--- src/design/grs_pkg.sv ---
// ----------------------------------------------------------------------------
// grs_pkg: shared constants and types for the group reverse stream
// Sizes of the group store and the controller/datapath command and status.
// ----------------------------------------------------------------------------
package grs_pkg;

  localparam int MAX_GROUP = 16;
  localparam int IDX_W     = $clog2(MAX_GROUP);
  localparam int CNT_W     = $clog2(MAX_GROUP + 1);
  localparam int CFG_W     = 5;
  localparam int VAL_W     = 32;

  // controller -> datapath
  typedef struct packed {
    logic             store;       // write value at fill count, bump count
    logic             clear_fill;  // group closed, restart count
    logic             rd_en;       // issue a store read
    logic [IDX_W-1:0] rd_addr;
    logic             rd_last;     // last result of this group
    logic             rd_end;      // last result of the sequence
  } grs_cmd_t;

  // datapath -> controller
  typedef struct packed {
    logic             reach;       // fill count + 1 reaches group size
    logic [CNT_W-1:0] count_inc;   // fill count + 1
    logic             out_free;    // a read may be issued now
  } grs_stat_t;

endpackage

--- src/design/grs_if.sv ---
// ----------------------------------------------------------------------------
// grs_if: stream channels of the group reverse stream
// Valid/ready channels for input beats and result beats.
// ----------------------------------------------------------------------------
interface grs_in_if import grs_pkg::*; ();
  logic                    valid;
  logic                    ready;
  logic signed [VAL_W-1:0] value;
  logic                    seq_end;

  modport source (output valid, output value, output seq_end, input ready);
  modport sink   (input valid, input value, input seq_end, output ready);
endinterface

interface grs_out_if import grs_pkg::*; ();
  logic                    valid;
  logic                    ready;
  logic signed [VAL_W-1:0] out_value;
  logic                    run_last;
  logic                    out_seq_end;

  modport source (output valid, output out_value, output run_last, output out_seq_end,
                  input ready);
  modport sink   (input valid, input out_value, input run_last, input out_seq_end,
                  output ready);
endinterface

--- src/design/grs_ram.sv ---
// ----------------------------------------------------------------------------
// grs_ram: generic single-write, single-read RAM
// One write port, one read port with registered read data.
// ----------------------------------------------------------------------------
module grs_ram #(
  parameter int WIDTH = 32,
  parameter int DEPTH = 16
) (
  input  logic                     clk,
  input  logic                     wr_en,
  input  logic [$clog2(DEPTH)-1:0] wr_addr,
  input  logic [WIDTH-1:0]         wr_data,
  input  logic                     rd_en,
  input  logic [$clog2(DEPTH)-1:0] rd_addr,
  output logic [WIDTH-1:0]         rd_data
);

  logic [WIDTH-1:0] mem [DEPTH];
  logic [WIDTH-1:0] rd_data_r;

  always_ff @(posedge clk) begin
    if (wr_en) begin
      mem[wr_addr] <= wr_data;
    end
    if (rd_en) begin
      rd_data_r <= mem[rd_addr];
    end
  end

  assign rd_data = rd_data_r;

endmodule

--- src/design/grs_ctrl.sv ---
// ----------------------------------------------------------------------------
// grs_ctrl: group reverse stream controller
// Takes input beats while filling, then walks the closed group out.
// ----------------------------------------------------------------------------
module grs_ctrl import grs_pkg::*; (
  input  logic      clk,
  input  logic      rst_n,
  input  logic      in_valid,
  input  logic      in_seq_end,
  output logic      in_ready,
  input  grs_stat_t st,
  output grs_cmd_t  cmd
);

  localparam logic S_FILL  = 1'b0;
  localparam logic S_DRAIN = 1'b1;

  logic             state_r, state_nxt;
  logic [CNT_W-1:0] n_r, n_nxt;
  logic [CNT_W-1:0] idx_r, idx_nxt;
  logic             rev_r, rev_nxt;
  logic             end_r, end_nxt;
  logic             fire;
  logic             at_last;
  logic [CNT_W-1:0] src;

  assign in_ready = (state_r == S_FILL);
  assign fire     = in_valid && in_ready;
  assign at_last  = (idx_r + CNT_W'(1)) == n_r;
  assign src      = rev_r ? (n_r - CNT_W'(1) - idx_r) : idx_r;

  always_comb begin
    state_nxt = state_r;
    n_nxt     = n_r;
    idx_nxt   = idx_r;
    rev_nxt   = rev_r;
    end_nxt   = end_r;
    cmd       = '0;
    cmd.rd_addr = src[IDX_W-1:0];
    unique case (state_r)
      S_FILL: begin
        if (fire) begin
          cmd.store = 1'b1;
          if (st.reach || in_seq_end) begin
            cmd.clear_fill = 1'b1;
            n_nxt     = st.count_inc;
            rev_nxt   = st.reach;
            end_nxt   = in_seq_end;
            idx_nxt   = '0;
            state_nxt = S_DRAIN;
          end
        end
      end
      S_DRAIN: begin
        if (st.out_free) begin
          cmd.rd_en   = 1'b1;
          cmd.rd_last = at_last;
          cmd.rd_end  = at_last && end_r;
          idx_nxt     = idx_r + CNT_W'(1);
          if (at_last) begin
            state_nxt = S_FILL;
          end
        end
      end
      default: state_nxt = S_FILL;
    endcase
  end

  always_ff @(posedge clk) begin
    if (!rst_n) begin
      state_r <= S_FILL;
    end else begin
      state_r <= state_nxt;
    end
    n_r   <= n_nxt;
    idx_r <= idx_nxt;
    rev_r <= rev_nxt;
    end_r <= end_nxt;
  end

endmodule

--- src/design/grs_dp.sv ---
// ----------------------------------------------------------------------------
// grs_dp: group reverse stream datapath
// Group size register, fill count, group store and the result register.
// ----------------------------------------------------------------------------
module grs_dp import grs_pkg::*; (
  input  logic                    clk,
  input  logic                    rst_n,
  input  logic                    cfg_we,
  input  logic [CFG_W-1:0]        cfg_wdata,
  input  logic signed [VAL_W-1:0] in_value,
  input  grs_cmd_t                cmd,
  output grs_stat_t               st,
  output logic                    out_valid,
  input  logic                    out_ready,
  output logic signed [VAL_W-1:0] out_value,
  output logic                    out_run_last,
  output logic                    out_seq_end
);

  logic [CFG_W-1:0] gsize_r;
  logic [CNT_W-1:0] k_eff;
  logic [CNT_W-1:0] fill_r, fill_nxt;
  logic             rd_pend_r, rd_last_r, rd_end_r;
  logic             out_valid_r, out_valid_nxt;
  logic [VAL_W-1:0] out_value_r;
  logic             out_last_r, out_end_r;
  logic [VAL_W-1:0] rd_data;

  // zero acts as one, oversize clamps to the store depth
  always_comb begin
    if (gsize_r == '0) begin
      k_eff = CNT_W'(1);
    end else if (gsize_r > CFG_W'(MAX_GROUP)) begin
      k_eff = CNT_W'(MAX_GROUP);
    end else begin
      k_eff = CNT_W'(gsize_r);
    end
  end

  assign st.count_inc = fill_r + CNT_W'(1);
  assign st.reach     = st.count_inc >= k_eff;
  assign st.out_free  = !rd_pend_r && (!out_valid_r || out_ready);

  always_comb begin
    fill_nxt = fill_r;
    if (cmd.clear_fill) begin
      fill_nxt = '0;
    end else if (cmd.store) begin
      fill_nxt = st.count_inc;
    end
  end

  always_comb begin
    out_valid_nxt = out_valid_r;
    if (rd_pend_r) begin
      out_valid_nxt = 1'b1;
    end else if (out_ready) begin
      out_valid_nxt = 1'b0;
    end
  end

  grs_ram #(.WIDTH(VAL_W), .DEPTH(MAX_GROUP)) u_store (
    .clk     (clk),
    .wr_en   (cmd.store),
    .wr_addr (fill_r[IDX_W-1:0]),
    .wr_data (in_value),
    .rd_en   (cmd.rd_en),
    .rd_addr (cmd.rd_addr),
    .rd_data (rd_data)
  );

  always_ff @(posedge clk) begin
    if (!rst_n) begin
      gsize_r     <= CFG_W'(1);
      fill_r      <= '0;
      rd_pend_r   <= 1'b0;
      out_valid_r <= 1'b0;
    end else begin
      if (cfg_we) begin
        gsize_r <= cfg_wdata;
      end
      fill_r      <= fill_nxt;
      rd_pend_r   <= cmd.rd_en;
      out_valid_r <= out_valid_nxt;
    end
    if (cmd.rd_en) begin
      rd_last_r <= cmd.rd_last;
      rd_end_r  <= cmd.rd_end;
    end
    if (rd_pend_r) begin
      out_value_r <= rd_data;
      out_last_r  <= rd_last_r;
      out_end_r   <= rd_end_r;
    end
  end

  assign out_valid    = out_valid_r;
  assign out_value    = out_value_r;
  assign out_run_last = out_last_r;
  assign out_seq_end  = out_end_r;

`ifndef SYNTHESIS
  a_rd_no_overlap: assert property (@(posedge clk) disable iff (!rst_n)
    cmd.rd_en |-> !rd_pend_r)
    else $error("read issued while previous read pending");

  a_rd_lands: assert property (@(posedge clk) disable iff (!rst_n)
    rd_pend_r |=> out_valid_r)
    else $error("read data did not reach result register");

  a_store_in_range: assert property (@(posedge clk) disable iff (!rst_n)
    cmd.store |-> (fill_r < CNT_W'(MAX_GROUP)))
    else $error("store write beyond group depth");

  a_no_store_drain: assert property (@(posedge clk) disable iff (!rst_n)
    cmd.store |-> !cmd.rd_en)
    else $error("store write during group drain");
`endif

endmodule

--- src/design/group_reverse_stream.sv ---
// ----------------------------------------------------------------------------
// group_reverse_stream: reverse a value stream in groups of k
// Top level: controller plus datapath, valid/ready channels, one config reg.
// ----------------------------------------------------------------------------
// Usage:
//   in_bus  carries value and seq_end beats; out_bus carries out_value,
//   run_last and out_seq_end beats. A beat moves when valid and ready are high.
//   cfg_we/cfg_wdata write the group size (0 acts as 1, above 16 acts as 16);
//   write it only while the block is idle.
// Timing:
//   A beat that neither fills the group nor ends the sequence is only stored,
//   so a group streams in at one beat per cycle while the block is filling.
//   The beat that closes a group of n values starts a drain: each result is a
//   store read then a result register load, and the next read waits until
//   that load is done. The first result passes through the drain state, the
//   store read register and the result register. in_bus.ready is low during the
//   drain and high again as soon as the last read is issued, while the last
//   result may still sit in the output register.
// Reset: rst_n (synchronous, active low) empties the group, drops out valid
//   and sets the group size to 1. Store contents are not cleared.
// Stall: when out_bus.ready is low the result register holds its beat and the
//   drain pauses; nothing is dropped.
// ----------------------------------------------------------------------------
module group_reverse_stream import grs_pkg::*; (
  input  logic             clk,
  input  logic             rst_n,
  grs_in_if.sink           in_bus,
  grs_out_if.source        out_bus,
  input  logic             cfg_we,
  input  logic [CFG_W-1:0] cfg_wdata
);

  grs_cmd_t  cmd;   // controller commands to datapath
  grs_stat_t st;    // datapath status back

  // controller: fill / drain sequencing and read addressing
  grs_ctrl u_ctrl (
    .clk        (clk),
    .rst_n      (rst_n),
    .in_valid   (in_bus.valid),
    .in_seq_end (in_bus.seq_end),
    .in_ready   (in_bus.ready),
    .st         (st),
    .cmd        (cmd)
  );

  // datapath: group store, fill count, result register
  grs_dp u_dp (
    .clk          (clk),
    .rst_n        (rst_n),
    .cfg_we       (cfg_we),
    .cfg_wdata    (cfg_wdata),
    .in_value     (in_bus.value),
    .cmd          (cmd),
    .st           (st),
    .out_valid    (out_bus.valid),
    .out_ready    (out_bus.ready),
    .out_value    (out_bus.out_value),
    .out_run_last (out_bus.run_last),
    .out_seq_end  (out_bus.out_seq_end)
  );

endmodule

--- src/flat_wrapper.sv ---
// flat-port wrapper written by rule: the top's interface ports become plain ports
module group_reverse_stream_flat import grs_pkg::*;
  (clk, rst_n, cfg_we, cfg_wdata, in_bus_valid, in_bus_value, in_bus_seq_end, in_bus_ready, out_bus_valid, out_bus_out_value, out_bus_run_last, out_bus_out_seq_end, out_bus_ready);
  grs_in_if in_bus_i ();
  grs_out_if out_bus_i ();
  input  logic clk;
  input  logic rst_n;
  input  logic cfg_we;
  input  logic [CFG_W-1:0] cfg_wdata;
  input wire logic [$bits(in_bus_i.valid)-1:0] in_bus_valid;
  input wire logic [$bits(in_bus_i.value)-1:0] in_bus_value;
  input wire logic [$bits(in_bus_i.seq_end)-1:0] in_bus_seq_end;
  output wire logic [$bits(in_bus_i.ready)-1:0] in_bus_ready;
  output wire logic [$bits(out_bus_i.valid)-1:0] out_bus_valid;
  output wire logic [$bits(out_bus_i.out_value)-1:0] out_bus_out_value;
  output wire logic [$bits(out_bus_i.run_last)-1:0] out_bus_run_last;
  output wire logic [$bits(out_bus_i.out_seq_end)-1:0] out_bus_out_seq_end;
  input wire logic [$bits(out_bus_i.ready)-1:0] out_bus_ready;
  assign in_bus_i.valid = in_bus_valid;
  assign in_bus_i.value = in_bus_value;
  assign in_bus_i.seq_end = in_bus_seq_end;
  assign in_bus_ready = in_bus_i.ready;
  assign out_bus_valid = out_bus_i.valid;
  assign out_bus_out_value = out_bus_i.out_value;
  assign out_bus_run_last = out_bus_i.run_last;
  assign out_bus_out_seq_end = out_bus_i.out_seq_end;
  assign out_bus_i.ready = out_bus_ready;
  group_reverse_stream u_core (.clk(clk), .rst_n(rst_n), .in_bus(in_bus_i), .out_bus(out_bus_i), .cfg_we(cfg_we), .cfg_wdata(cfg_wdata));
endmodule
--- config.mk ---
export PLATFORM = sky130hd
export DESIGN_NAME = group_reverse_stream_flat
export DESIGN_NICKNAME = d
export VERILOG_FILES = /design/src/design/grs_pkg.sv /design/src/design/grs_if.sv /design/src/design/grs_ram.sv /design/src/design/grs_ctrl.sv /design/src/design/grs_dp.sv /design/src/design/group_reverse_stream.sv /design/src/flat_wrapper.sv
export SDC_FILE = /design/constraint.sdc
export NUM_CORES = 1
export LEC_CHECK = 0
export ABC_AREA = 1
export BUFFER_PORTS_ARGS = -buffer_cell sky130_fd_sc_hd__buf_2
export CORE_UTILIZATION = 60
export CTS_BUF_LIST = sky130_fd_sc_hd__clkbuf_2 sky130_fd_sc_hd__clkbuf_4 sky130_fd_sc_hd__clkbuf_8
export CTS_CLUSTER_SIZE = 25
export DETAILED_ROUTE_END_ITERATION = 10
export GPL_ROUTABILITY_DRIVEN = 0
export PLACE_DENSITY_LB_ADDON = 0.15
export SLEW_MARGIN = 20
export SYNTH_ARGS = -nofsm -noshare
export SYNTH_HDL_FRONTEND = slang
export SYNTH_SLANG_ARGS = --single-unit
export TNS_END_PERCENT = 5
--- constraint.sdc ---
create_clock -name clk -period 3.5 [get_ports clk]
set_input_delay 0.525 -clock clk [delete_from_list [all_inputs] [get_ports clk]]
set_output_delay 0.525 -clock clk [all_outputs]
set_load 0.01 [all_outputs]
Yosys cells after proc, flatten, opt, wreduce, memory -nomap -nowiden
Memory sizes are Yosys's and may differ from the RTL's. A register that Yosys moved wholly into a read port is not among the register bits.
Cells that the tools add are included.

word-level totals
  register bits after elaboration = 61
  word-level logic and storage cells = 60
  memories kept = 1
  output and inout bits = 36
  input bits = 43
  memory bits (writable) = 512

cells by class
  reductions and logical operators = 13
  equal/unequal tests = 4
  muxes and demuxes = 20
  order comparisons = 2
  $add $sub $neg = 4
  bitwise logic cells = 2

memory list
  memory                   words  bits a word  rd ports  clocked after memory_dff  wr ports  RTL line       text
  u_core.u_dp.u_store.mem  16     32           1         1                         1         grs_ram.sv:18  logic [WIDTH-1:0] mem [DEPTH];

operators with widths
  operator                                                             number
  5-bit 2-to-1 mux                                                     5
  5-bit by 1-bit adder with 5-bit output (second input constant)       2
  1-bit 2-to-1 mux                                                     10
  5-bit case mux with 2 select lines                                   1
  2-bit by 1-bit != test with 1-bit output (second input constant)     3
  3-bit AND reduction                                                  2
  5-bit equality test                                                  1
  5-bit >= comparator                                                  1
  5-bit > comparator (second input constant)                           1
  5-bit zero test                                                      1
  2-bit 2-to-1 mux                                                     2
  4-bit 2-to-1 mux                                                     1
  4-bit by 1-bit subtractor with 4-bit output (second input constant)  1
  4-bit subtractor                                                     1
  1-bit logical AND                                                    3
  1-bit zero test                                                      2
  1-bit logical OR                                                     2
  1-bit inverter                                                       2
  1-bit case mux with 2 select lines                                   1
  2-bit AND reduction                                                  1
  2-bit nonzero test                                                   1
  2-bit OR reduction                                                   1

Longest topological paths before layout
Gate-level depths: netlist of run 1.

  word-level depth = 10
  depth in mapped cells = 14
  depth with buffers taken out = 12

By module
A second synthesis of run 1 with hierarchy kept.

second synthesis, totals
  cells, all modules = 2339
  area total of the unflattened synthesis = 25580.8 um^2

by module, submodules not included
  module    times used  sequential area each (um^2)  cells each  area an instance (um^2)
  grs_ram   1           16335.7                      2120        23050.9
  grs_dp    1           1321.3                       128         1712.9
  grs_ctrl  1           380.4                        91          817.0

Worst setup path before layout of run 1
Ideal clock, no wire load.

  kind = in2reg
  start = input port in_bus_valid
  end = memory u_core.u_dp.u_store.mem[0][0] (enable)
  buffers on the path = 0
  setup slack = 0.804 ns
  library setup time = 0.421 ns
  required time = 3.079 ns
  arrival = 2.275 ns
  stages = 4
  path through = nand2_1 clkinv_1 nand2_1 nor2_1

on the way
  longest elaborated chain between the ends = 5

RTL lines
  item                                    RTL line            text
  from (decl)                             flat_wrapper.sv:10  input wire logic [$bits(in_bus_i.valid)-1:0] in_bus_valid;
  1-bit logical AND                       grs_ctrl.sv:28      assign fire = in_valid && in_ready;
  2-bit 2-to-1 mux                        grs_ctrl.sv:42      if (fire) begin
  2-bit 2-to-1 mux                        grs_ctrl.sv:40      unique case (state_r)
  1-bit 2-to-1 mux                        grs_ram.sv:22       if (wr_en) begin
  1-bit 2-to-1 mux (implied by the code)  grs_ram.sv:23       mem[wr_addr] <= wr_data;
  to (decl)                               grs_ram.sv:18

No other way between the ends.

Worst setup path after layout of run 1
  start = register u_core.u_ctrl.idx_r[0]
  end = register u_core.u_dp.u_store.rd_data_r[10] (netlist: u_core.u_dp.u_store.rd_data[10]) (read register of u_core.u_dp.u_store.mem) (data pin)

on the way
  longest elaborated chain between the ends = 2

RTL lines
  item                    RTL line        text
  from (decl)             grs_ctrl.sv:20  logic [CNT_W-1:0] idx_r, idx_nxt;
  from (signal assigned)  grs_ctrl.sv:76  idx_r <= idx_nxt;
  4-bit subtractor        grs_ctrl.sv:30  assign src = rev_r ? (n_r - CNT_W'(1) - idx_r) : idx_r;
  4-bit 2-to-1 mux *      grs_ctrl.sv:30
  to (decl)               grs_ram.sv:19   logic [WIDTH-1:0] rd_data_r;

Every way passes the cells marked *; elsewhere a longest branch is shown, timed or not.
A chain may end at the register's enable or synchronous reset.

==> impl_results.md, run 1 <==
* Status: finished clean
* Post-DP HPWL at 27,100 µm
* Final setup fails at 0
* Top-count cell post-synth: edfxtp_1
* Rel. slew slack at 49.7%
* Hold-fix buffers, CTS at 0
* Gate Count Post-Synth at 1,967
* Pwr Density at 691 nW/µm²
* Routed Wire Length at 52,300 µm
* Count of different cell masters after synthesis at 29
* Max Root-Sink Buffers at 3
* Drt initial violations at 1,236
* Sequential-to-total area share from yosys stat at 73.5%
* Share of layout cells above drive strength 1 at 12.9%
* Wire per inst at 19.6 µm
* #FFs+latches synth at 605
* Initial Utilization at 61.3%
* Vias in the first global route at 14,500
* Type of the worst setup path: reg -> reg
* IO buf count at 78
* Post-CTS Setup Bufs at 0
* Worst slack, placed at 806 ps
* Largest net degree at the start of global routing at 97
* Area share of the largest cell type after synthesis at 72.5%
* Synth warnings at 0
* Slew @ Worst Pin at 755 ps
* Row cnt at 73
* DIE AREA at 41,700 µm²
* Max-cap violations at 0
* Cell leakage power at 10.4 nW
* Max stage delay on crit path at 490 ps
* Nets at 2,130
* Post-synth EDFFs at 592
* Layout Area Growth over Synthesis at 12.4%
* Clock transition at the registers of the reported paths at 60 ps
* Slowest stage cell on the critical path: buf_4
* Clock buffer count from CTS at 95
* Clock root buffer master: clkbuf_8
* Post-synth top flop: edfxtp_1
* Post-synth top cells: edfxtp_1 (592), nand2_1 (480), inv_1 (279)
* Chip height at 204 µm
* Largest fanout on the critical path at 75
* TNS Setup at 0 ps
* CP startpoint kind: flip-flop
* CTS tree: built
* Hold Crit Class: in -> reg
* Wire length of the first global-routing pass at 80,000 µm
* H-tree depth at 3
* Remaining Overflow, GRT at 0
* Mapped Nets at 2,024
* ANT nets after route at 0
* Layout Skew at 16.9 ps
* Slew Limit Fails at 0
* FFs w/ async S/R, synth at 0%
* Period utilization at 78.4%
* Synth top area cells: edfxtp_1 (72%), nand2_1 (7.3%), o211ai_1 (6.5%)
* GRT Total Usage at 25.7%
* Worst setup margin at 757 ps
* Post-route DRC at 0
* Worst ir drop on vdd at 0.624 mV
* Sink Count at 605
* Worst endpoint data arrival time at 3120 ps
* Worst hold slack at 73.3 ps
* DR pass1 iterations at 6
* Post_cts resized at 0
* Syn avg cell area at 12.5 µm²
* Die width at 204 µm
* Critical path's most frequent cell: nand2_1
* Netlist Area Pre-Place at 24,500 µm²
* DR vias at 14,800
* Final Critical Period at 2740 ps
* Leading area contributor after synthesis: edfxtp_1
* Clock Latency Late Sink at 650 ps
* Via/cell ratio at 5.56
* Fmax at 365 MHz
* RSZ-0062 raised after global routing: false
* Worst path buffer plus inverter count at 2
* Setup crit end kind: flip-flop
* Filler instances at 2,816
* Core area at 40,000 µm²
* Fin. Hold Viols at 0
* IO Pins at 79
* CP cell instances: inv_1 > ha_1 > nand2_1 > nand2_8 > buf_4 > nand2_1 > o211ai_1 > nand2_1 > nand2_1 > nand2_1 > nand2_1 > o21ai_1
* Top delay family on crit path: simple AND/OR/NAND/NOR gates
* Initial antenna violation count at 2
* Worst EP required at 3880 ps
==> flip-flops by register name (all words and copies together), names as in the netlist, 5 cells and up <==
name / flops
u_core.u_ctrl.idx_r: 5
u_core.u_ctrl.n_r: 5
u_core.u_dp.fill_r: 5
u_core.u_dp.gsize_r: 5
u_core.u_dp.out_value: 32
u_core.u_dp.u_store.mem: 512
u_core.u_dp.u_store.rd_data: 32
==> per-stage QoR <==
step / std cells / util, % / cell area, µm² / power, mW
floorplan: 1967 / - / 24500 / 12.2
global placement: 2501 / 64.5 / 25800 / 13.4
detailed placement: 2501 / 64.5 / 25800 / 13.6
CTS: 2666 / 68.9 / 27600 / 19.2
global route: 2666 / 68.9 / 27600 / 20.0
finish: 2667 / 68.9 / 27600 / 19.0
==> metal layers <==
| layer | part of all wire (%) | vias to the layer above | track usage [%] |
|---|---|---|---|
| met5 | 0.025 | - | 0 |
| met4 | 2.6 | 2 | 9.89 |
| met3 | 6.0 | 101 | 4.69 |
| met2 | 49 | 440 | 42.2 |
| met1 | 43 | 7176 | 34.3 |
| li1 | - | 7111 | - |
==> where the power goes <==
| group | leakage (nW) | internal (mW) | switching [mW] |
|---|---|---|---|
| Clock | 0.926 | 3.00 | 2.62 |
| Combinational | 3.99 | 1.57 | 3.29 |
| Sequential | 5.47 | 8.43 | 0.132 |
| Total | 10.4 | 13.0 | 6.05 |
==> final cells by class <==
cell class | count | area, µm² | share of cell area (%)
tap | 525 | 657 | 2.38
multi-input combinational | 975 | 5100 | 18.5
inverter | 284 | 1070 | 3.87
timing repair buffer | 112 | 933 | 3.39
clock inverter | 39 | 236 | 0.858
sequential | 605 | 18000 | 65.4
clock buffer | 126 | 1540 | 5.59
antenna | 1 | 2.50 | 0.00908
==> path summary, 6_finish.rpt <==
check                                             from                               to  slack, ps  cells past startpoint
worst max-delay path            u_core.u_ctrl.idx_r[0]  u_core.u_dp.u_store.rd_data[10]        760                     12
worst min-delay path                    in_bus_seq_end              u_core.u_ctrl.end_r         70                      1
worst max register to register  u_core.u_ctrl.idx_r[0]  u_core.u_dp.u_store.rd_data[10]        760                     12
worst min register to register   u_core.u_dp.rd_last_r         u_core.u_dp.out_run_last        410                      0
==> cells by family after synthesis <==
kind of cell | count (synthesis) | synth area share, %
AND/OR/NAND/NOR | 602 | 9.73
flip-flops | 605 | 73.5
adder cells (fa/ha/maj) | 14 | 0.745
buffers and inverters | 387 | 6.32
AO/OA/AOI/OAI | 352 | 9.44
XOR/XNOR | 7 | 0.250
==> layout by cell type, fill, tap and decap left out <==
cell,netlist,layout
dfxtp_1,13,12
clkbuf_4,0,31
nand2_8,0,1
clkinv_2,0,4
edfxtp_1,592,592
xor2_1,3,3
ha_1,13,13
o21bai_1,1,1
inv_2,3,4
inv_6,0,2
xnor2_1,4,4
nor2_4,0,16
o211ai_1,214,214
buf_2,69,78
nor2_1,37,21
clkinvlp_4,0,4
inv_8,0,1
nand3_1,73,73
a21oi_1,53,52
nor3b_1,1,1
clkinv_1,2,28
a21oi_4,0,2
nand4_1,7,7
o21ai_4,1,1
buf_4,3,11
nand2_1,480,480
nand3b_1,2,2
bufinv_16,0,2
clkbuf_8,0,95
o21ai_0,49,49
or4_1,1,1
diode_2,0,1
dfxtp_2,0,1
o21a_1,1,1
o21ai_1,32,32
inv_1,279,278
fa_1,1,1
buf_12,0,23
Note: power is estimated with default switching activity, not from simulation.
==> run 2: changes to the inputs <==
==> constraint.sdc (replaced) <==
create_clock -name clk -period 2.85 [get_ports clk]
set_input_delay 0.4275 -clock clk [delete_from_list [all_inputs] [get_ports clk]]
set_output_delay 0.4275 -clock clk [all_outputs]
set_load 0.01 [all_outputs]
==> run 2 against run 1 <==
Worst hold slack improved by 17 ps; clock skew rose by 14 ps; combinational power rose by 27%; sequential cell count did not move; clock power rose by 20%; first-iteration DRC count fell by 1.1%; cell count rose by 0.79%; wire length fell by 1.4%; critical path depth fell by 2; via count rose by 0.90%; clock-buffer cell count rose by 2; non-clock buffer count rose by 22; largest cell class unchanged.
==> impl_results.md, run 2 (synthesis gave the netlist of run 1 again) <==
* Chip height at 204 µm (unchanged)
* Reg2Reg Depth at 10 (was 12)
* IO Pins at 79 (unchanged)
* Worst reg2reg setup slack at 300 ps (was 760 ps)
* Core area at 40,000 µm² (unchanged)
* Slew Limit Fails at 0 (unchanged)
* Setup crit end kind: flip-flop (unchanged)
* Die width at 204 µm (unchanged)
* Row cnt at 73 (unchanged)
* Most common cell after layout, fill and taps aside: edfxtp_1 (unchanged)
* Clock transition at the registers of the reported paths at 60 ps (about the same)
* ANT nets after route at 0 (unchanged)
* Routed Wire Length at 51,600 µm (was 52,300 µm)
* # placed instances at 2,516 (was 2,501)
* IO buf count at 78 (unchanged)
* CTS tree: built (unchanged)
* Worst hold slack at 90.3 ps (was 73.3 ps)
* Sink Count at 605 (unchanged)
* Via/cell ratio at 5.57 (was 5.56)
* Rel. slew slack at 27.2% (was 49.7%)
* Routing usage on met2 at 40.5% (was 42.2%)
* Pwr Total at 23.4 mW (was 19.0 mW)
* Hold path startpoint: cfg_wdata[4] (was in_bus_seq_end)
* Worst path buffer plus inverter count at 1 (was 2)
* Critical path's most frequent cell: nand2_1 (unchanged)
* Max reg flops at 512 (unchanged)
* Final Critical Period at 2550 ps (was 2740 ps)
* Share of layout cells above drive strength 1 at 13.7% (was 12.9%)
* Worst setup margin at 302 ps (was 757 ps)
* Top delay family on crit path: adder cells (was simple AND/OR/NAND/NOR gates)
* Cell leakage power at 10.5 nW (was 10.4 nW)
* Layout Area Growth over Synthesis at 13.3% (was 12.4%)
* Hold Path Cell Cnt at 3 (was 1)
* Max stage delay on crit path at 480 ps (was 490 ps)
* Register name with the most flops: u_core.u_dp.u_store.mem (unchanged)
* Remaining Overflow, GRT at 0 (unchanged)
* Worst flop-to-flop path startpoint: u_core.u_ctrl.n_r[0] (was u_core.u_ctrl.idx_r[0])
* Slew @ Worst Pin at 1090 ps (was 755 ps)
* CP startpoint kind: flip-flop (unchanged)
* Largest net degree at the start of global routing at 118 (was 97)
* Post-DP HPWL at 27,100 µm (about the same)
* CP cell instances: ha_1 > fa_1 > nand2_1 > o21ai_4 > buf_12 > a21oi_1 > o21ai_0 > nand3_1 > nand2_1 > o21ai_1 (was inv_1 > ha_1 > nand2_1 > nand2_8 > buf_4 > nand2_1 > o211ai_1 > nand2_1 > nand2_1 > nand2_1 > nand2_1 > o21ai_1)
* Worst EP required at 3230 ps (was 3880 ps)
* Largest fanout on the critical path at 117 (was 75)
* DR vias at 15,000 (was 14,800)
* Status: finished clean (unchanged)
* Pwr Density at 843 nW/µm² (was 691 nW/µm²)
* Vias in the first global route at 14,200 (was 14,500)
* Hold Crit Class: in -> reg (unchanged)
* Nets at 2,150 (was 2,130)
* Slowest stage cell on the critical path: fa_1 (was buf_4)
* DIE AREA at 41,700 µm² (unchanged)
* Fmax at 392 MHz (was 365 MHz)
* Commonest non-fill, non-tap cells in the layout: edfxtp_1 (592), nand2_1 (480), inv_1 (278), o211ai_1 (214), clkbuf_8 (99) (was edfxtp_1 (592), nand2_1 (480), inv_1 (278), o211ai_1 (214), clkbuf_8 (95))
* Reg-to-reg endpoint: u_core.u_dp.u_store.rd_data[17] (was u_core.u_dp.u_store.rd_data[10])
* Fin. Hold Viols at 0 (unchanged)
* Initial Utilization at 61.3% (unchanged)
* Worst slack, placed at 296 ps (was 806 ps)
* Type of the worst setup path: reg -> reg (unchanged)
* Initial antenna violation count at 2 (unchanged)
* Wire length of the first global-routing pass at 78,900 µm (was 80,000 µm)
* Non-Filler Instances at 2,688 (was 2,667)
* H-tree depth at 3 (unchanged)
* GRT busiest layer: met2 (unchanged)
* Met1 GRT Util at 35.5% (was 34.3%)
* Clock Latency Late Sink at 650 ps (about the same)
* TNS Setup at 0 ps (unchanged)
* Period utilization at 89.4% (was 78.4%)
* Max Root-Sink Buffers at 3 (unchanged)
* Clock root buffer master: clkbuf_8 (unchanged)
* Drt initial violations at 1,223 (was 1,236)
* Clock buffer count from CTS at 93 (was 95)
* GRT Total Usage at 25.4% (was 25.7%)
* Layout Skew at 31.4 ps (was 16.9 ps)
* Max-cap violations at 0 (unchanged)
* Worst ir drop on vdd at 0.618 mV (was 0.624 mV)
* RSZ-0062 raised after global routing: false (unchanged)
* Wire per inst at 19.2 µm (was 19.6 µm)
* Hold endpoint: u_core.u_dp.gsize_r[4] (was u_core.u_ctrl.end_r)
* DR pass1 iterations at 5 (was 6)
* Worst endpoint data arrival time at 2930 ps (was 3120 ps)
* Post-route DRC at 0 (unchanged)
* Post_cts resized at 0 (unchanged)
* Global routing usage on met3 at 4.35% (was 4.69%)
* Final setup fails at 0 (unchanged)
[run 2: layout make-up]
| cell class | instances | area [µm²] |
|---|---|---|
| inverters | 284 | 1070 |
| clock buffers | 128 | 1580 |
| fillers | 2751 | 12200 |
| diodes | 1 | 2.50 |
| multi-input cells | 975 | 5100 |
| clock inverters | 36 | 166 |
| flip-flops and latches | 605 | 18000 |
| repair buffers | 134 | 1180 |
| well taps | 525 | 657 |
[run 2: worst max-delay path by stage]
stage / startpoint / to / slack [ps] / depth (start not counted)
after CTS: u_core.u_ctrl.state_r / u_core.u_dp.u_store.mem[0][7] / 270 / 7
after global routing: u_core.u_ctrl.state_r / u_core.u_dp.u_store.mem[0][7] / 110 / 7
after floorplan: u_core.u_ctrl.state_r / u_core.u_dp.u_store.mem[0][0] / 190 / 5
after detailed placement: u_core.u_ctrl.n_r[0] / u_core.u_dp.u_store.rd_data[23] / 300 / 11
after global placement: u_core.u_ctrl.state_r / u_core.u_dp.u_store.mem[0][4] / 320 / 7
final: u_core.u_ctrl.n_r[0] / u_core.u_dp.u_store.rd_data[17] / 300 / 10
[run 2: repair_timing]
item	CTS	global route
endpoints found under the hold margin	5	0
buffers inserted	0	0
hold buffers	7	0
[run 2: layer usage]
layer,wire length (µm),part of all wire [%]
met5,8,0.016
met4,1080,2.1
met3,3490,6.8
met2,24700,48
met1,22300,43
[run 2: power by group]
part           internal (mW)  leakage, nW  total (mW)  switching (mW)
logic                   2.09         4.11        6.17            4.07
clock network           3.57        0.928        6.77            3.19
registers               10.4         5.47        10.5           0.144
total                   16.0         10.5        23.4            7.41
[run 2: worst register-to-register path: stages, from the launching register on]
cell	delay, ps
edfxtp_1	370
ha_1	240
fa_1	480
nand2_1	80
o21ai_4	100
buf_12	460
a21oi_1	180
o21ai_0	110
nand3_1	110
nand2_1	90
o21ai_1	80
[run 2: stage by stage]
stage	utilization [%]	area, µm²
after detailed placement	64.9	26000
after global routing	69.5	27800
after floorplan	-	24500
final	69.5	27800
after global placement	64.9	26000
after CTS	69.5	27800
==> run 3: changes to the inputs <==
==> constraint.sdc (replaced) <==
create_clock -name clk -period 2.36 [get_ports clk]
set_input_delay 0.354 -clock clk [delete_from_list [all_inputs] [get_ports clk]]
set_output_delay 0.354 -clock clk [all_outputs]
set_load 0.01 [all_outputs]
==> run 3 against run 2 <==
The flow now finishes with violations (setup timing); combinational power grew 37%; via count rose by 1.9%; clock power is 22% higher; global-route usage grew 1.5 points; critical path type unchanged.
==> impl_results.md, run 3 (synthesis gave the netlist of run 1 again) <==
* Status: finished with violations (was finished clean)
* Failing checks: setup timing
* NetSw at 9.15 mW (was 7.41 mW)
* Clock buffer count from CTS at 93 (unchanged)
* Share of layout cells above drive strength 1 at 15.3% (was 13.7%)
* Final instance area at 28,400 µm² (was 27,800 µm²)
* Commonest non-fill, non-tap cells in the layout: edfxtp_1 (592), nand2_1 (477), inv_1 (277), o211ai_1 (214), clkbuf_8 (96) (was edfxtp_1 (592), nand2_1 (480), inv_1 (278), o211ai_1 (214), clkbuf_8 (99))
* Pwr Total at 29.4 mW (was 23.4 mW)
* Non-Filler Instances at 2,721 (was 2,688)
* Worst endpoint data arrival time at 2780 ps (was 2930 ps)
* Chip height at 204 µm (unchanged)
* Layout Area Growth over Synthesis at 15.8% (was 13.3%)
* CP cell instances: ha_4 > fa_1 > nand2_2 > o21ai_4 > bufbuf_16 > buf_4 > o211ai_1 > nand2_1 > nand2_1 > nand2_1 > nand2_1 > o21ai_1 (was ha_1 > fa_1 > nand2_1 > o21ai_4 > buf_12 > a21oi_1 > o21ai_0 > nand3_1 > nand2_1 > o21ai_1)
* Rel. slew slack at 56.6% (was 27.2%)
* Max stage delay on crit path at 440 ps (was 480 ps)
* Reg2Reg Depth at 12 (was 10)
* Dpl cell area at 26,300 µm² (was 26,000 µm²)
* Row cnt at 73 (unchanged)
* Post-route DRC at 0 (unchanged)
* Cell leakage power at 10.8 nW (was 10.5 nW)
* IO buf count at 78 (unchanged)
* Max Root-Sink Buffers at 3 (unchanged)
* Clock share of power at 28.2% (was 28.9%)
* Largest net degree at the start of global routing at 73 (was 118)
* Via/cell ratio at 5.60 (was 5.57)
* # diodes at 0 (was 1)
* Most common cell after layout, fill and taps aside: edfxtp_1 (unchanged)
* Filler instances at 2,691 (was 2,751)
* Slowest stage cell on the critical path: fa_1 (unchanged)
* Post-DP HPWL at 27,500 µm (was 27,100 µm)
* Max reg flops at 512 (unchanged)
* Clock Latency Late Sink at 640 ps (was 650 ps)
* Max-cap violations at 0 (unchanged)
* Slew @ Worst Pin at 651 ps (was 1090 ps)
* Sink Count at 605 (unchanged)
* IO Pins at 79 (unchanged)
* Worst reg2reg setup slack at -20 ps (was 300 ps)
* Layout Skew at 20.9 ps (was 31.4 ps)
* DIE AREA at 41,700 µm² (unchanged)
* Period utilization at 101% (was 89.4%)
* Slew Limit Fails at 0 (unchanged)
* Clock transition at the registers of the reported paths at 70 ps (was 60 ps)
* Nets at 2,190 (was 2,150)
* Final Critical Period at 2380 ps (was 2550 ps)
* Hold path startpoint: out_bus_ready (was cfg_wdata[4])
* H-tree depth at 3 (unchanged)
* DR pass1 iterations at 5 (unchanged)
* Wire per inst at 20.1 µm (was 19.2 µm)
* Wire length of the first global-routing pass at 82,800 µm (was 78,900 µm)
* Worst hold slack at 64.7 ps (was 90.3 ps)
* Type of the worst setup path: reg -> reg (unchanged)
* Setup crit end kind: flip-flop (unchanged)
* Cell Int Power at 20.3 mW (was 16.0 mW)
* Switching Share at 31.1% (was 31.6%)
* Worst ir drop on vdd at 0.568 mV (was 0.618 mV)
* Combinational share of power at 28.7% (was 26.3%)
* Hold Path Cell Cnt at 4 (was 3)
* Reg-to-reg endpoint: u_core.u_dp.u_store.rd_data[29] (was u_core.u_dp.u_store.rd_data[17])
* Die width at 204 µm (unchanged)
* Routed Wire Length at 54,700 µm (was 51,600 µm)
* CP startpoint kind: flip-flop (unchanged)
* Vias in the first global route at 14,700 (was 14,200)
* GRT Total Usage at 26.9% (was 25.4%)
* Pwr Density at 1040 nW/µm² (was 843 nW/µm²)
* Initial antenna violation count at 2 (unchanged)
* Largest fanout on the critical path at 7 (was 117)
* ANT nets after route at 0 (unchanged)
* Hold endpoint: u_core.u_dp.out_valid (was u_core.u_dp.gsize_r[4])
* Register name with the most flops: u_core.u_dp.u_store.mem (unchanged)
* Core area at 40,000 µm² (unchanged)
* # placed instances at 2,542 (was 2,516)
* Fmax at 420 MHz (was 392 MHz)
* DR vias at 15,200 (was 15,000)
* Clock root buffer master: clkbuf_8 (unchanged)
* Critical path's most frequent cell: nand2_1 (unchanged)
* RSZ-0062 raised after global routing: true (was false)
* Remaining Overflow, GRT at 0 (unchanged)
* CTS tree: built (unchanged)
* Drt initial violations at 1,267 (was 1,223)
* Hold Crit Class: in -> reg (unchanged)
* Worst setup margin at -21.8 ps (was 302 ps)
* Initial Utilization at 61.3% (unchanged)
* Worst flop-to-flop path startpoint: u_core.u_ctrl.n_r[0] (unchanged)
* Fin. Hold Viols at 0 (unchanged)
* Reg power frac at 43.1% (was 44.8%)
* Worst EP required at 2760 ps (was 3230 ps)
* Final setup fails at 5 (was 0)
run 3: changes by cell type in the layout (fill, tap and decap cells not counted), sizes merged:
| cell | before | now |
|---|---|---|
| buf | 127 | 159 |
| clkinv | 34 | 27 |
| dlygate4sd3 | 7 | 13 |
| bufbuf | 0 | 2 |
| bufinv | 0 | 2 |
| clkbuf | 128 | 130 |
| clkinvlp | 3 | 1 |
| diode | 1 | 0 |
| inv | 283 | 282 |
run 3: worst max-delay path, delay by kind of cell (launching register included):
family	cells	cell delay [ps]
AOI/OAI and AO/OA	3	240
adders and majority gates	2	630
buffers and inverters	2	460
DFF	1	430
and+or+nand+nor	5	380
run 3: per-stage QoR:
step | worst slack, ps | setup TNS [ps] | utilization (%)
CTS | -24.7 | -24.7 | 70.8
global placement | -4.56 | -4.56 | 65.8
detailed placement | -36.3 | -187 | 65.8
global route | -179 | -2840 | 71.0
floorplan | -301 | -147760 | -
finish | -21.8 | -57.9 | 71.0
run 3: layer usage:
| layer | up-vias | global-route usage [%] | wire length [µm] |
|---|---|---|---|
| met4 | 4 | 10.2 | 1350 |
| met1 | 7354 | 37.4 | 23400 |
| met2 | 539 | 42.6 | 26000 |
| met5 | - | 0 | 25 |
| met3 | 107 | 4.91 | 3940 |
| li1 | 7240 | - | - |
run 3: layout make-up:
class	instances	area (µm²)	share of cell area [%]
clock inverter	28	170	0.599
sequential	605	18000	63.5
multi-input combinational	975	5150	18.1
tap	525	657	2.31
inverter	284	1070	3.78
clock buffer	130	1580	5.55
timing repair buffer	174	1750	6.16
run 3: repair_timing:
action | CTS | global route
cloned | 2 | 0
hold buffers | 13 | 0
resized for setup | 3 | 24
pin swaps | 0 | 6
hold endpoints to repair | 9 | 0
setup buffers | 3 | 3
endpoints found under the setup margin | 12 | 47
run 3: power groups by stage:
stage / Combinational [mW] / Sequential (mW) / Clock, mW
after global routing: 9.37 / 12.7 / 8.86
after global placement: 7.80 / 12.9 / 0
final: 8.45 / 12.7 / 8.29
after floorplan: 5.24 / 12.9 / 0
after CTS: 8.32 / 12.7 / 8.42
after detailed placement: 8.04 / 12.9 / 0
run 3: how the worst max path moves through the flow:
stage / startpoint / endpoint / cells after the start
3_3_place_gp: u_core.u_ctrl.n_r[0] / u_core.u_dp.u_store.rd_data[7] / 12
5_1_grt: u_core.u_ctrl.n_r[0] / u_core.u_dp.u_store.rd_data[31] / 13
4_1_cts: u_core.u_ctrl.idx_r[0] / u_core.u_dp.u_store.rd_data[29] / 13
2_1_floorplan: u_core.u_ctrl.state_r / u_core.u_dp.u_store.mem[0][0] / 5
6_report: u_core.u_ctrl.n_r[0] / u_core.u_dp.u_store.rd_data[29] / 12
3_5_place_dp: u_core.u_ctrl.n_r[0] / u_core.u_dp.u_store.rd_data[26] / 11
